===== src/dq_pkg.sv =====
`default_nettype none
package dq_pkg;

  // Defaults for the top-level parameters
  localparam int CAPACITY_DEF   = 16;
  localparam int DATA_WIDTH_DEF = 32;

  // Fixed port field widths
  localparam int ACTION_W   = 3;
  localparam int VALUE_W    = 32;
  localparam int POSITION_W = 4;
  localparam int OCC_W      = 5;
  localparam int STATUS_W   = 2;

  // Action codes
  localparam logic [ACTION_W-1:0] ACT_PUSH_FRONT = 3'd0;
  localparam logic [ACTION_W-1:0] ACT_PUSH_BACK  = 3'd1;
  localparam logic [ACTION_W-1:0] ACT_POP_FRONT  = 3'd2;
  localparam logic [ACTION_W-1:0] ACT_POP_BACK   = 3'd3;
  localparam logic [ACTION_W-1:0] ACT_READ       = 3'd4;
  localparam logic [ACTION_W-1:0] ACT_CLEAR      = 3'd5;

  // Status codes
  localparam logic [STATUS_W-1:0] ST_OK        = 2'd0;
  localparam logic [STATUS_W-1:0] ST_OVERFLOW  = 2'd1;
  localparam logic [STATUS_W-1:0] ST_UNDERFLOW = 2'd2;
  localparam logic [STATUS_W-1:0] ST_RANGE     = 2'd3;

endpackage
`default_nettype wire


===== src/dq_ram.sv =====
`default_nettype none
module dq_ram #(
  parameter int WIDTH = 32,
  parameter int DEPTH = 16,
  localparam int ADDR_W = (DEPTH > 1) ? $clog2(DEPTH) : 1
) (
  input  wire logic              clk,
  input  wire logic              wr_en,
  input  wire logic [ADDR_W-1:0] wr_addr,
  input  wire logic [WIDTH-1:0]  wr_data,
  input  wire logic              rd_en,
  input  wire logic [ADDR_W-1:0] rd_addr,
  output logic      [WIDTH-1:0]  rd_data
);

  logic [WIDTH-1:0] mem [DEPTH];

  // Write port, registered read port with enable (data holds otherwise)
  always_ff @(posedge clk) begin
    if (wr_en) begin
      mem[wr_addr] <= wr_data;
    end
    if (rd_en) begin
      rd_data <= mem[rd_addr];
    end
  end

endmodule
`default_nettype wire


===== src/double_ended_queue_core.sv =====
`default_nettype none
// Bounded double-ended queue on a ring buffer of CAPACITY entries.
// Input channel (in_valid/in_ready) carries one request: action, value and
// position. Actions: push front/back, pop front/back, read at a position
// counted from the front, clear. Output channel (out_valid/out_ready)
// returns exactly one result per request: read_value (zero unless a read
// succeeded), occupancy after the request, empty/full flags and a status
// (ok, overflow, underflow, out of range). Refused requests change nothing.
// Throughput: one request per cycle unless the receiver stalls. Head and
// count update at acceptance, and each request makes at most one access to
// the storage RAM, which has a registered read; a result passes the RAM read
// stage and then the output register, which drives out_valid.
// Reset (rst_n low, synchronous) empties the queue and drops any request
// in flight; storage contents are not cleared and no clearing pass runs.
// When the receiver stalls, the result waits in the output register, one
// more request waits in the read stage, and in_ready drops after that.
module double_ended_queue_core #(
  parameter int CAPACITY   = dq_pkg::CAPACITY_DEF,
  parameter int DATA_WIDTH = dq_pkg::DATA_WIDTH_DEF
) (
  input  wire logic                          clk,
  input  wire logic                          rst_n,
  input  wire logic                          in_valid,
  output logic                               in_ready,
  input  wire logic [dq_pkg::ACTION_W-1:0]   in_action,
  input  wire logic [dq_pkg::VALUE_W-1:0]    in_value,
  input  wire logic [dq_pkg::POSITION_W-1:0] in_position,
  output logic                               out_valid,
  input  wire logic                          out_ready,
  output logic      [dq_pkg::VALUE_W-1:0]    out_read_value,
  output logic      [dq_pkg::OCC_W-1:0]      out_occupancy,
  output logic                               out_is_empty,
  output logic                               out_is_full,
  output logic      [dq_pkg::STATUS_W-1:0]   out_status
);

  localparam int IDX_W   = $clog2(CAPACITY);
  localparam int CNT_W   = $clog2(CAPACITY + 1);
  localparam int SUM_W   = ((CNT_W > dq_pkg::POSITION_W) ? CNT_W : dq_pkg::POSITION_W) + 1;
  localparam int VALUE_W = dq_pkg::VALUE_W;
  localparam int OCC_W   = dq_pkg::OCC_W;

  localparam logic [IDX_W-1:0] IDX_LAST = IDX_W'(CAPACITY - 1);
  localparam logic [CNT_W-1:0] CNT_CAP  = CNT_W'(CAPACITY);
  localparam logic [SUM_W-1:0] SUM_CAP  = SUM_W'(CAPACITY);

  // Ring state
  logic [IDX_W-1:0] head_r, head_nxt;
  logic [CNT_W-1:0] count_r, count_nxt;

  // Read stage
  logic                         s1_valid_r;
  logic                         s1_rd_r;
  logic [OCC_W-1:0]             s1_occ_r;
  logic                         s1_empty_r;
  logic                         s1_full_r;
  logic [dq_pkg::STATUS_W-1:0]  s1_status_r;

  // Output register
  logic                         out_valid_r;
  logic [VALUE_W-1:0]           out_read_value_r;
  logic [OCC_W-1:0]             out_occ_r;
  logic                         out_empty_r;
  logic                         out_full_r;
  logic [dq_pkg::STATUS_W-1:0]  out_status_r;

  logic                         advance;
  logic                         accept;
  logic                         is_full;
  logic                         is_empty;
  logic [SUM_W-1:0]             head_ext;
  logic [SUM_W-1:0]             back_sum;
  logic [SUM_W-1:0]             pos_sum;
  logic [SUM_W-1:0]             pos_ext;
  logic [SUM_W-1:0]             cnt_ext;
  logic [IDX_W-1:0]             back_idx;
  logic [IDX_W-1:0]             pos_idx;
  logic [IDX_W-1:0]             head_plus1;
  logic [IDX_W-1:0]             head_minus1;
  logic                         wr_en;
  logic [IDX_W-1:0]             wr_addr;
  logic                         rd_en;
  logic [dq_pkg::STATUS_W-1:0]  status;
  logic [DATA_WIDTH-1:0]        wr_data;
  logic [DATA_WIDTH-1:0]        rd_data;

  // Handshake: output register drains, read stage moves on, input enters
  assign advance = !out_valid_r || out_ready;
  assign in_ready = !s1_valid_r || advance;
  assign accept = in_valid && in_ready;

  assign is_full  = (count_r == CNT_CAP);
  assign is_empty = (count_r == '0);

  // Ring index arithmetic (operands at most CAPACITY, one conditional wrap)
  assign head_ext = SUM_W'(head_r);
  assign cnt_ext  = SUM_W'(count_r);
  assign pos_ext  = SUM_W'(in_position);
  assign back_sum = head_ext + cnt_ext;
  assign pos_sum  = head_ext + pos_ext;
  assign back_idx = (back_sum >= SUM_CAP) ? IDX_W'(back_sum - SUM_CAP) : IDX_W'(back_sum);
  assign pos_idx  = (pos_sum >= SUM_CAP) ? IDX_W'(pos_sum - SUM_CAP) : IDX_W'(pos_sum);
  assign head_plus1  = (head_r == IDX_LAST) ? '0 : head_r + 1'b1;
  assign head_minus1 = (head_r == '0) ? IDX_LAST : head_r - 1'b1;

  assign wr_data = DATA_WIDTH'(in_value);

  // Request decode: next ring state, storage access and status
  always_comb begin
    head_nxt  = head_r;
    count_nxt = count_r;
    wr_en     = 1'b0;
    wr_addr   = back_idx;
    rd_en     = 1'b0;
    status    = dq_pkg::ST_OK;
    case (in_action)
      dq_pkg::ACT_PUSH_FRONT: begin
        if (is_full) begin
          status = dq_pkg::ST_OVERFLOW;
        end else begin
          head_nxt  = head_minus1;
          count_nxt = count_r + 1'b1;
          wr_en     = accept;
          wr_addr   = head_minus1;
        end
      end
      dq_pkg::ACT_PUSH_BACK: begin
        if (is_full) begin
          status = dq_pkg::ST_OVERFLOW;
        end else begin
          count_nxt = count_r + 1'b1;
          wr_en     = accept;
        end
      end
      dq_pkg::ACT_POP_FRONT: begin
        if (is_empty) begin
          status = dq_pkg::ST_UNDERFLOW;
        end else begin
          head_nxt  = head_plus1;
          count_nxt = count_r - 1'b1;
        end
      end
      dq_pkg::ACT_POP_BACK: begin
        if (is_empty) begin
          status = dq_pkg::ST_UNDERFLOW;
        end else begin
          count_nxt = count_r - 1'b1;
        end
      end
      dq_pkg::ACT_READ: begin
        if (pos_ext >= cnt_ext) begin
          status = dq_pkg::ST_RANGE;
        end else begin
          rd_en = accept;
        end
      end
      dq_pkg::ACT_CLEAR: begin
        head_nxt  = '0;
        count_nxt = '0;
      end
      default: begin
      end
    endcase
  end

  // Storage
  dq_ram #(
    .WIDTH (DATA_WIDTH),
    .DEPTH (CAPACITY)
  ) u_ram (
    .clk     (clk),
    .wr_en   (wr_en),
    .wr_addr (wr_addr),
    .wr_data (wr_data),
    .rd_en   (rd_en),
    .rd_addr (pos_idx),
    .rd_data (rd_data)
  );

  // Ring state registers
  always_ff @(posedge clk) begin
    if (!rst_n) begin
      head_r  <= '0;
      count_r <= '0;
    end else if (accept) begin
      head_r  <= head_nxt;
      count_r <= count_nxt;
    end
  end

  // Read stage: holds the request while the registered RAM read completes
  always_ff @(posedge clk) begin
    if (!rst_n) begin
      s1_valid_r <= 1'b0;
    end else if (in_ready) begin
      s1_valid_r <= accept;
    end
    if (accept) begin
      s1_rd_r     <= rd_en;
      s1_occ_r    <= OCC_W'(count_nxt);
      s1_empty_r  <= (count_nxt == '0);
      s1_full_r   <= (count_nxt == CNT_CAP);
      s1_status_r <= status;
    end
  end

  // Output register
  always_ff @(posedge clk) begin
    if (!rst_n) begin
      out_valid_r <= 1'b0;
    end else if (advance) begin
      out_valid_r <= s1_valid_r;
    end
    if (advance && s1_valid_r) begin
      out_read_value_r <= s1_rd_r ? VALUE_W'(rd_data) : '0;
      out_occ_r        <= s1_occ_r;
      out_empty_r      <= s1_empty_r;
      out_full_r       <= s1_full_r;
      out_status_r     <= s1_status_r;
    end
  end

  assign out_valid      = out_valid_r;
  assign out_read_value = out_read_value_r;
  assign out_occupancy  = out_occ_r;
  assign out_is_empty   = out_empty_r;
  assign out_is_full    = out_full_r;
  assign out_status     = out_status_r;

endmodule
`default_nettype wire


===== config.mk =====
export PLATFORM = sky130hd
export DESIGN_NAME = double_ended_queue_core
export DESIGN_NICKNAME = d
export VERILOG_FILES = /design/src/dq_pkg.sv /design/src/dq_ram.sv /design/src/double_ended_queue_core.sv
export SDC_FILE = /design/constraint.sdc
export NUM_CORES = 1
export LEC_CHECK = 0
export BUFFER_PORTS_ARGS = -buffer_cell sky130_fd_sc_hd__buf_2
export CORE_ASPECT_RATIO = 1.2
export CORE_MARGIN = 2
export CORE_UTILIZATION = 55
export DETAILED_ROUTE_END_ITERATION = 8
export PLACE_DENSITY = 0.76
export SYNTH_ARGS = -nofsm -noshare
export SYNTH_HDL_FRONTEND = slang
export SYNTH_SLANG_ARGS = --single-unit

===== constraint.sdc =====
create_clock -name clk -period 7.39 [get_ports clk]
set_input_delay 1.478 -clock clk [delete_from_list [all_inputs] [get_ports clk]]
set_output_delay 1.478 -clock clk [all_outputs]
set_load 0.01 [all_outputs]

==> results of run 1 <==
-- flip-flops by register name (all words and copies together) (netlist names) --
| register | count |
|---|---|
| count_r | 5 |
| head_r | 4 |
| out_is_empty | 1 |
| out_is_full | 1 |
| out_occupancy | 5 |
| out_read_value | 32 |
| out_status | 2 |
| out_valid | 1 |
| s1_empty_r | 1 |
| s1_full_r | 1 |
| s1_occ_r | 5 |
| s1_rd_r | 1 |
| s1_status_r | 2 |
| s1_valid_r | 1 |
| u_ram.mem | 512 |
| u_ram.rd_data | 32 |
-- final timing paths --
path | from | to | slack, ns | cells after the start
hold reg to reg | s1_empty_r | out_is_empty | 0.42 | 0
hold / removal | s1_empty_r | out_is_empty | 0.42 | 0
setup / recovery | in_position[0] | u_ram.rd_data[11] | 3.29 | 9
setup reg to reg | head_r[1] | u_ram.rd_data[11] | 3.60 | 7
-- report_power, final --
part           internal (uW)  total (uW)  switching [uW]
clock                   1580        2790            1210
combinational            301         709             408
sequential              3840        3850            17.6
-- cell families (layout without fill, tap and decap cells) --
logic type | after synthesis | after routing
AND/OR/NAND/NOR | 219 | 219
adder cells (fa/ha/maj) | 16 | 16
other | 0 | 1
flip-flops | 606 | 606
AO/OA/AOI/OAI | 125 | 125
XOR/XNOR | 9 | 9
buffers and inverters | 78 | 231
multiplexers | 132 | 132
-- layout by cell type (no fill, tap or decap), drive strengths merged, types with 4 or more instances in the layout --
cell type	instances
clkbuf	66
a211oi	35
clkinvlp	4
mux4	128
nor2	30
edfxtp	595
bufinv	6
a31oi	34
xnor2	6
nand2b	5
o21ai	16
and2	65
ha	14
nand2	87
clkinv	21
a21o	4
nand3	10
inv	21
buf	113
dfxtp	11
nor3	4
a21oi	9
-- cells in the mapped netlist, types with 10 or more instances --
library cell	number	share of area
a211oi_1	35	0.011
edfxtp_1	595	0.75
nand2_1	86	0.014
nor2_1	29	0.0046
inv_1	19	0.0030
dfxtp_1	11	0.0093
o21ai_0	13	0.0027
mux4_2	128	0.12
buf_4	10	0.0032
a31oi_1	33	0.0087
and2_1	62	0.016
buf_2	13	0.0027
clkbuf_1	30	0.0048
ha_1	14	0.0074
-- through the flow --
step	utilization	setup slack (ns)	hold WS [ns]	instance area, sq um
detailed placement	0.584	2.65	0.407	24900
floorplan	-	1.00	0.400	23700
global placement	0.584	2.70	0.404	24900
CTS	0.625	3.29	0.421	26700
finish	0.625	3.29	0.420	26700
global route	0.625	3.16	0.425	26700
-- area by class of cell --
type,count,share of cell area
Timing Repair Buffer,113,0.0248
Antenna cell,1,0.0000938
Clock buffer,66,0.0531
Multi-Input combinational cell,501,0.203
Clock inverter,33,0.0129
Sequential cell,606,0.678
Tap cell,552,0.0259
Inverter,19,0.00267
-- per-layer routing --
layer	part of all wire	up-vias	wire, um	track usage
li1	-	5024	-	-
met1	0.39	6017	19400	0.306
met2	0.51	524	25400	0.381
met3	0.076	81	3780	0.0419
met4	0.022	6	1090	0.0661
met5	0.00066	-	33	0
==> summary.txt, run 1 <==
Status
  – Status: complete, no violations

Clock tree
  – CTS H-tree lvls: 2
  – Postcts setup bufs: 0
  – Longest Clk Path Bufs: 3
  – TritonCTS clock tree: yes
  – Gates resized, CTS repair: 0
  – Worst-skew pair later-pin latency: roughly 0.6 ns
  – Cts hold-fix bufs: 0
  – Clk sink count: 606
  – CTS Buf Count: 54
  – CTS root buffer: clkbuf_16
  – CTS clk-pin slew, worst paths: roughly 0.060 ns

Final layout
  – Multi-input logic area: 0.00542 sq mm
  – Fraction of layout cells with a size suffix above 1: 0.268
  – Sequential cell area: 0.0181 sq mm
  – Nets@finish: roughly 1400
  – FILL cells: roughly 2800
  – Area Growth Syn to Fin: 12.7%
  – Post-route insts no fill: 1891

Logic synthesis
  – Mux cell area share after synthesis: 0.123
  – Adder-cell share of the synthesized area: 0.00909
  – Post-Syn Area per Cell: 20.0 sq um
  – Post-synth ARST share: 0
  – Largest family of logic cells by synthesized area: multiplexers
  – Seq cells post-synth: 606
  – Register area share after synthesis: 0.764
  – Synth cell types: 68
  – Number of synthesis warnings: 0
  – Syn Inst Count: 1185
  – Area of the mapped netlist: 0.0237 sq mm
  – Net count after synthesis: 1244
  – Xor and xnor fraction of the mapped netlist area: 0.00365
  – Top_reg_cell synth: edfxtp_1
  – Synth Area in Simple Gates: 0.0466
  – Number of flops mapped to enable cells by yosys: 595
  – Synth Area in Compound Gates: 0.0378

STA
  – Hold Vio Cnt, Final: 0
  – FMAX: 244 MHz
  – Clock Skew: around 0.023 ns
  – Setup TNS: 0 ns
  – RSZ-0062 raised after global routing: false
  – Final max-slew violation count: 0
  – Slew at the pin closest to its max-slew limit: 0.936 ns
  – Tmin final: 4.10 ns
  – Slew headroom: 0.376
  – Period utilization: 0.555
  – # setup viols final: 0

GRT
  – GRT Total Usage: 0.226
  – Initial antenna violation count: 4
  – Vias in the first global route: around 12000
  – Largest net degree at the start of global routing: 65
  – First-pass GRT wire length: approximately 75000 um
  – Congestion Overflow GR: 0

Setup path
  – CP delay by family, top: adder cells
  – CP max-delay cell: fa_4
  – Critical path buffer and inverter count: 3
  – Critical path class: in -> reg
  – Data required, critical path: 7.69 ns
  – CP peak stage delay: between 1 and 1.5 ns
  – CP max FO: 56
  – Worst path arrival time: 4.41 ns
  – CP endpoint kind: flop
  – Crit start category: input pin
  – Cell Chain, Critical Path: buf_2, ha_4, inv_1, fa_4, buf_12, mux4_2, and2_1, a211oi_1, a31oi_1

Place
  – HPWL Detailed: 24700 um
  – Port Buffers: 85
  – Placed Cells: 1791
  – Final GP Congestion: 0.846

Drt
  – Drt wl/cell: 26.2 um
  – Routed Antenna Nets: 0
  – Via count: 11700
  – Number of iterations in the first detailed-routing pass: 7
  – DRT iter0 DRCs: 1306
  – Final WL: 49600 um
  – Vias/cell: about 6
  – # DRC: 0

Floorplan
  – Core area: 0.0427 sq mm
  – Initial Util: 0.555
  – Die H: approximately 230 um
  – Die X: a little under 200 um
  – Io pins: 86
  – Rows: 83
  – Die area: 0.0447 sq mm

Worst hold path
  – Worst Hold Class: reg -> reg

Power and ir drop
  – LEAKAGE: 0.00863 uW
  – Overall power: 7350 uW
  – Peak supply drop: 0.214 mV
  – PD cells: 276 mW/mm^2

Flow run
  – Number of max-cap violations: 0
No activity file was read; power rests on OpenSTA's default activity.
==> run 2, diff against run 1 <==
==> constraint.sdc (replaced) <==
create_clock -name clk -period 4.2 [get_ports clk]
set_input_delay 0.84 -clock clk [delete_from_list [all_inputs] [get_ports clk]]
set_output_delay 0.84 -clock clk [all_outputs]
set_load 0.01 [all_outputs]
==> run 2 against run 1 <==
First-iteration DRC count decreased by 1.8%; non-clock buffer count increased by 15; sequential cell count unchanged; cell area increased by 1.1%; die area unchanged; cell count increased by 0.79%; critical path depth decreased by 2; register-to-register slack got worse by 2.8 ns; routed wire length increased by 1.6%; count of clock-buffer cells in the layout decreased by 4; sequential share of layout area decreased by 0.71 points; clock power increased by 75%; largest cell class unchanged; largest power group unchanged.
==> summary.txt, run 2 (synthesized netlist as in run 1, its figures left out) <==
Floorplan
  – Die H: 231 um (unchanged)
  – Io pins: 86 (unchanged)
  – Core area: 0.0427 sq mm (unchanged)
  – Die area: 0.0447 sq mm (unchanged)
  – Initial Util: 0.555 (unchanged)
  – Die X: 193 um (unchanged)
  – Rows: 83 (unchanged)

Drt
  – DRT iter0 DRCs: 1283 (was 1306)
  – Final WL: 50400 um (was 49600 um)
  – # DRC: 0 (unchanged)
  – Via count: 12000 (was 11700)
  – Number of iterations in the first detailed-routing pass: 5 (was 7)
  – Routed Antenna Nets: 0 (unchanged)
  – Vias/cell: 6.28 (was 6.16)
  – Drt wl/cell: 26.4 um (was 26.2 um)

Place
  – Dpl cell area: 0.0252 sq mm (was 0.0249 sq mm)
  – Final GP Congestion: 0.802 (was 0.846)
  – HPWL Detailed: 26300 um (was 24700 um)
  – Port Buffers: 85 (unchanged)

STA
  – Setup TNS: 0 ns (unchanged)
  – Slew headroom: 0.374 (was 0.376)
  – RSZ-0062 raised after global routing: false (unchanged)
  – Final max-slew violation count: 0 (unchanged)
  – FMAX: 296 MHz
  – Tmin final: around 3.4 ns
  – Clock Skew: 0.0218 ns (was 0.0230 ns)
  – Period utilization: 0.804
  – # setup viols final: 0 (unchanged)
  – Hold Vio Cnt, Final: 0 (unchanged)
  – Slew at the pin closest to its max-slew limit: 0.939 ns (was 0.936 ns)

Clock tree
  – TritonCTS clock tree: yes (unchanged)
  – Longest Clk Path Bufs: 3 (unchanged)
  – Worst-skew pair later-pin latency: 0.59 ns (was 0.60 ns)
  – Cts hold-fix bufs: 0 (unchanged)
  – Postcts setup bufs: 0 (unchanged)
  – Clk sink count: 606 (unchanged)
  – CTS clk-pin slew, worst paths: 0.07 ns (was 0.06 ns)
  – CTS root buffer: clkbuf_16 (unchanged)
  – CTS Buf Count: 54 (unchanged)
  – Gates resized, CTS repair: 0 (unchanged)
  – CTS H-tree lvls: 2 (unchanged)

Setup path
  – R2R depth: 7 (unchanged)
  – Worst path arrival time: 3.67 ns (was 4.41 ns)
  – Critical path class: reg -> reg (was in -> reg)
  – Worst r2r src: head_r[1] (unchanged)
  – RR Endpoint: u_ram.rd_data[18] (was u_ram.rd_data[11])
  – Crit start category: flop (was input pin)
  – Reg2reg setup slack: 0.82 ns (was 3.60 ns)
  – Data required, critical path: 4.49 ns (was 7.69 ns)
  – CP endpoint kind: flop (unchanged)
  – CP max FO: 38 (was 56)

GRT
  – GRT Total Usage: 0.229 (was 0.226)
  – First-pass GRT wire length: 76000 um (was 75000 um)
  – Initial antenna violation count: 2 (was 4)
  – Largest net degree at the start of global routing: 65 (unchanged)
  – Congestion Overflow GR: 0 (unchanged)
  – Vias in the first global route: 12300 (was 11900)

Worst hold path
  – WHS Endpoint: out_occupancy[2] (was out_is_empty)
  – Worst hold start: s1_occ_r[2] (was s1_empty_r)
  – Worst Hold Class: reg -> reg (unchanged)
  – Hold path cells: 0 (unchanged)

Final layout
  – Antenna cells: 0 (was 1)
  – Area Growth Syn to Fin: 13.9% (was 12.7%)
  – Fraction of layout cells with a size suffix above 1: 0.275 (was 0.268)
  – Commonest non-fill, non-tap cell in the layout: edfxtp_1 (unchanged)
  – Most flops, register: u_ram.mem (unchanged)
  – Commonest non-fill, non-tap cells in the layout: 595 x edfxtp_1, 128 x mux4_2, 86 x nand2_1 (unchanged)
  – Max reg flops: 512 (unchanged)
  – FILL cells: 2795 (was 2803)
  – Final Core Density: 0.632 (was 0.625)
  – Post-route cell area: 0.0270 sq mm (was 0.0267 sq mm)
  – Nets@finish: 1369 (was 1354)

Power and ir drop
  – Overall power: 13000 uW (was 7350 uW)
  – LEAKAGE: 0.00876 uW (was 0.00863 uW)
  – PD cells: 481 mW/mm^2 (was 276 mW/mm^2)
  – Peak supply drop: 0.309 mV (was 0.214 mV)

Status
  – Status: complete, no violations (unchanged)

Flow run
  – Number of max-cap violations: 0 (unchanged)
==> run 2: metrics by stage <==
step                setup slack [ns]  instances  hold slack (ns)
floorplan                      0.532       1185            0.400
global placement               0.692       1806            0.403
detailed placement             0.593       1806            0.405
CTS                            0.844       1906            0.421
global route                   0.668       1906            0.430
finish                         0.822       1906            0.421
==> run 2: final cells by class <==
| type | instances | area (sq um) | area share |
|---|---|---|---|
| clock inverter | 38 | 369 | 0.0137 |
| sequential | 606 | 18100 | 0.671 |
| timing repair buffer | 128 | 948 | 0.0352 |
| clock buffer | 62 | 1380 | 0.0512 |
| tap | 552 | 691 | 0.0256 |
| multi-input combinational | 501 | 5420 | 0.201 |
| inverter | 19 | 71.3 | 0.00264 |
==> run 2: critical path, stage by stage (launching register included) <==
cell and delay (ns):
dfxtp_1 0.54, inv_1 0.22, fa_4 1.12, buf_12 0.30, mux4_2 0.33, and2_1 0.17, a211oi_1 0.29, a31oi_1 0.09
==> run 2: worst max path at each step <==
stage / from / to / slack [ns] / depth (start not counted)
detailed placement: in_position[0] / u_ram.rd_data[20] / 0.59 / 9
floorplan: in_action[0] / u_ram.mem[8][0] / 0.53 / 6
global route: head_r[1] / u_ram.rd_data[20] / 0.67 / 7
finish: head_r[1] / u_ram.rd_data[18] / 0.82 / 7
CTS: head_r[1] / u_ram.rd_data[18] / 0.84 / 7
global placement: in_position[0] / u_ram.rd_data[14] / 0.69 / 9
==> run 2: layer usage <==
metal  up-vias  wire, um  GRT usage
met5         -        23          0
met4         4      1420     0.0763
met3       113      3180     0.0343
met2       549     26300      0.397
met1      6237     19500      0.302
li1       5073         -          -
==> run 2: where the power goes <==
group          leakage, uW  switching [uW]  internal [uW]
clock             0.000850            2130           2740
combinational      0.00243             740            568
sequential         0.00548            32.5           6750
total              0.00876            2910          10100
==> run 3, diff against run 2 <==
--- a/config.mk
+++ b/config.mk
@@ -5,6 +5,7 @@
 export SDC_FILE = /design/constraint.sdc
 export NUM_CORES = 1
 export LEC_CHECK = 0
+export ABC_AREA = 1
 export BUFFER_PORTS_ARGS = -buffer_cell sky130_fd_sc_hd__buf_2
 export CORE_ASPECT_RATIO = 1.2
 export CORE_MARGIN = 2
==> constraint.sdc (replaced) <==
create_clock -name clk -period 3.2 [get_ports clk]
set_input_delay 0.64 -clock clk [delete_from_list [all_inputs] [get_ports clk]]
set_output_delay 0.64 -clock clk [all_outputs]
set_load 0.01 [all_outputs]
==> run 3 against run 2 <==
Via count is 29% higher; global-route usage rose by 0.33 points; synthesized cell count increased by 69%; sequential power up 32%; maximum frequency rose by 14%; combinational power increased by 64%; critical endpoint is now u_ram.mem[9][22]; count of clock-buffer cells in the layout is 4 higher; synthesized area up 5.0%.
==> summary.txt, run 3 <==
Clock tree
  – CTS H-tree lvls: 2 (unchanged)
  – Cts hold-fix bufs: 0 (unchanged)
  – CTS Buf Count: 54 (unchanged)
  – CTS root buffer: clkbuf_16 (unchanged)
  – Worst-skew pair later-pin latency: 0.58 ns (was 0.59 ns)
  – Longest Clk Path Bufs: 3 (unchanged)
  – TritonCTS clock tree: yes (unchanged)
  – Postcts setup bufs: 0 (unchanged)
  – CTS clk-pin slew, worst paths: 0.06 ns (was 0.07 ns)
  – Clk sink count: 606 (unchanged)
  – Gates resized, CTS repair: 0 (unchanged)

STA
  – Hold Vio Cnt, Final: 0 (unchanged)
  – Slew headroom: 0.559 (was 0.374)
  – Period utilization: 0.924 (was 0.804)
  – Final max-slew violation count: 0 (unchanged)
  – Fin worst setup slack: 0.244 ns (was 0.822 ns)
  – # setup viols final: 0 (unchanged)
  – Clock Skew: 0.0206 ns (was 0.0218 ns)
  – Tmin final: 2.96 ns (was 3.38 ns)
  – FMAX: 338 MHz (was 296 MHz)
  – RSZ-0062 raised after global routing: false (unchanged)
  – Slew at the pin closest to its max-slew limit: 0.662 ns (was 0.939 ns)

Final layout
  – Commonest non-fill, non-tap cells in the layout: 595 x edfxtp_1, 327 x inv_1, 209 x nand2_1 (was 595 x edfxtp_1, 128 x mux4_2, 86 x nand2_1)
  – Sequential cell area: 0.0181 sq mm (unchanged)
  – Nets@finish: 2139 (was 1369)
  – FILL cells: 3200 (was 2795)
  – Most flops, register: u_ram.mem (unchanged)
  – Max reg flops: 512 (unchanged)
  – Multi-input logic area: 0.00516 sq mm (was 0.00542 sq mm)
  – Area Growth Syn to Fin: 12.5% (was 13.9%)
  – Commonest non-fill, non-tap cell in the layout: edfxtp_1 (unchanged)
  – Fraction of layout cells with a size suffix above 1: 0.106 (was 0.275)
  – Post-route cell area: 0.0280 sq mm (was 0.0270 sq mm)
  – Post-route insts no fill: 2726 (was 1906)

Logic synthesis
  – Register area share after synthesis: 0.727 (was 0.764)
  – Yosys top cell by area: edfxtp_1 (unchanged)
  – Number of flops mapped to enable cells by yosys: 595 (unchanged)
  – Synth top area cells: edfxtp_1 72%, inv_1 4.9%, o21ai_0 4.2%, a21oi_1 3.5%, nand3_1 3.2% (was edfxtp_1 75%, mux4_2 12%, and2_1 1.6%, nand2_1 1.4%, a211oi_1 1.1%)
  – Most frequent cell after synthesis: edfxtp_1 (unchanged)
  – Synth cell count leaders: 595 x edfxtp_1, 327 x inv_1, 209 x nand2_1 (was 595 x edfxtp_1, 128 x mux4_2, 86 x nand2_1)
  – Synth cell types: 31 (was 68)
  – Seq cells post-synth: 606 (unchanged)
  – Number of synthesis warnings: 0 (unchanged)
  – Post-synth ARST share: 0 (unchanged)
  – Post-synth top area share: 0.718 (was 0.755)
  – Syn Inst Count: 2007 (was 1185)
  – Area of the mapped netlist: 0.0249 sq mm (was 0.0237 sq mm)
  – Post-Syn Area per Cell: 12.4 sq um (was 20.0 sq um)
  – Net count after synthesis: 2066 (was 1244)
  – Top_reg_cell synth: edfxtp_1 (unchanged)

Place
  – Port Buffers: 85 (unchanged)
  – Dpl ws: 0.215 ns (was 0.593 ns)
  – Dpl cell area: 0.0264 sq mm (was 0.0252 sq mm)
  – HPWL Detailed: 27900 um (was 26300 um)
  – Placed Cells: 2633 (was 1806)
  – Final GP Congestion: 0.875 (was 0.802)

GRT
  – GRT Total Usage: 0.232 (was 0.229)
  – First-pass GRT wire length: 82800 um (was 76000 um)
  – Vias in the first global route: 14900 (was 12300)
  – Largest net degree at the start of global routing: 127 (was 65)
  – Congestion Overflow GR: 0 (unchanged)
  – Initial antenna violation count: 5 (was 2)

Power and ir drop
  – LEAKAGE: 0.0105 uW (was 0.00876 uW)
  – PD cells: 611 mW/mm^2 (was 481 mW/mm^2)
  – Peak supply drop: 0.472 mV (was 0.309 mV)

Flow run
  – Number of max-cap violations: 0 (unchanged)

Status
  – Status: complete, no violations (unchanged)

Floorplan
  – Rows: 85 (was 83)
  – Die area: 0.0469 sq mm (was 0.0447 sq mm)
  – Die X: 198 um (was 193 um)
  – Initial Util: 0.555 (about the same)
  – Io pins: 86 (unchanged)
  – Die H: 237 um (was 231 um)
  – Core area: 0.0448 sq mm (was 0.0427 sq mm)

Drt
  – Via count: 15500 (was 12000)
  – Vias/cell: 5.67 (was 6.28)
  – Number of iterations in the first detailed-routing pass: 5 (unchanged)
  – Drt wl/cell: 19.8 um (was 26.4 um)
  – # DRC: 0 (unchanged)
  – Routed Antenna Nets: 0 (unchanged)
  – DRT iter0 DRCs: 1606 (was 1283)
  – Final WL: 54000 um (was 50400 um)

Setup path
  – Crit start category: flop (unchanged)
  – CP endpoint kind: flop (unchanged)
  – CP max FO: 12 (was 38)
  – Worst path arrival time: 3.20 ns (was 3.67 ns)
  – Critical path class: reg -> reg (unchanged)
  – Data required, critical path: 3.45 ns (was 4.49 ns)

Worst hold path
  – Worst Hold Class: in -> reg (was reg -> reg)
-- run 3: cell count changes in the layout (fill, tap and decap cells not counted), moves of 33 or more --
cell	delta
o21ai_1	+34
nand3_1	+150
a31oi_1	-33
o21ai_0	+195
o211ai_1	+96
a211oi_1	-35
and2_1	-62
a21oi_1	+163
nand2_1	+123
mux4_2	-128
inv_1	+308
-- run 3: cell families (layout without fill, tap and decap cells) --
family	Yosys count	after routing	share of synthesized area
other cells	0	3	0
xor+xnor	9	9	0.00423
fa+ha+maj	16	16	0.00865
buf+inv	440	547	0.0724
simple gates	419	419	0.0731
compound gates	517	517	0.114
flops	606	606	0.727
-- run 3: layout make-up --
class                   instances  area share
diodes                          3    0.000268
clock buffers                  66      0.0499
clock inverters                24     0.00756
inverters                     329      0.0442
multi-input cells             961       0.184
flip-flops and latches        606       0.647
well taps                     609      0.0272
repair buffers                128      0.0397
-- run 3: report_power, final --
group	switching, uW	total (uW)	internal, uW
clock	2680	6000	3320
sequential	51.0	8940	8890
combinational	1440	2150	701
total	4170	17100	12900
-- run 3: routing by layer --
layer / track usage / up-vias / wire [um]
li1: - / 7198 / -
met1: 0.295 / 7443 / 20800
met5: 0 / - / 27
met2: 0.395 / 656 / 27300
met4: 0.106 / 4 / 2020
met3: 0.0352 / 158 / 3900
-- run 3: path summary, 6_finish.rpt --
| path | from | endpoint | slack [ns] | cells past startpoint |
|---|---|---|---|---|
| hold / removal | rst_n | head_r[3] | 0.37 | 3 |
| hold reg to reg | s1_full_r | out_is_full | 0.42 | 0 |
| setup / recovery | count_r[1] | u_ram.mem[9][22] | 0.24 | 11 |
| setup reg to reg | count_r[1] | u_ram.mem[9][22] | 0.24 | 11 |
-- run 3: critical path: stages, from the launching register on --
cell and delay [ns]:
dfxtp_1 0.39, inv_1 0.23, ha_1 0.40, nand3_2 0.23
nand2_4 0.18, inv_2 0.07, nand2_1 0.07, o21ai_2 0.07
inv_1 0.08, nand3_1 0.31, nor2_4 0.24, buf_4 0.31
-- run 3: through the flow --
step	utilization	hold WS (ns)	TNS, ns	total power [uW]
floorplan	-	0.400	-59.26	10600
global placement	0.589	0.401	0	11200
detailed placement	0.589	0.405	0	11200
CTS	0.625	0.337	0	17200
global route	0.625	0.359	0	17700
finish	0.625	0.370	0	17100
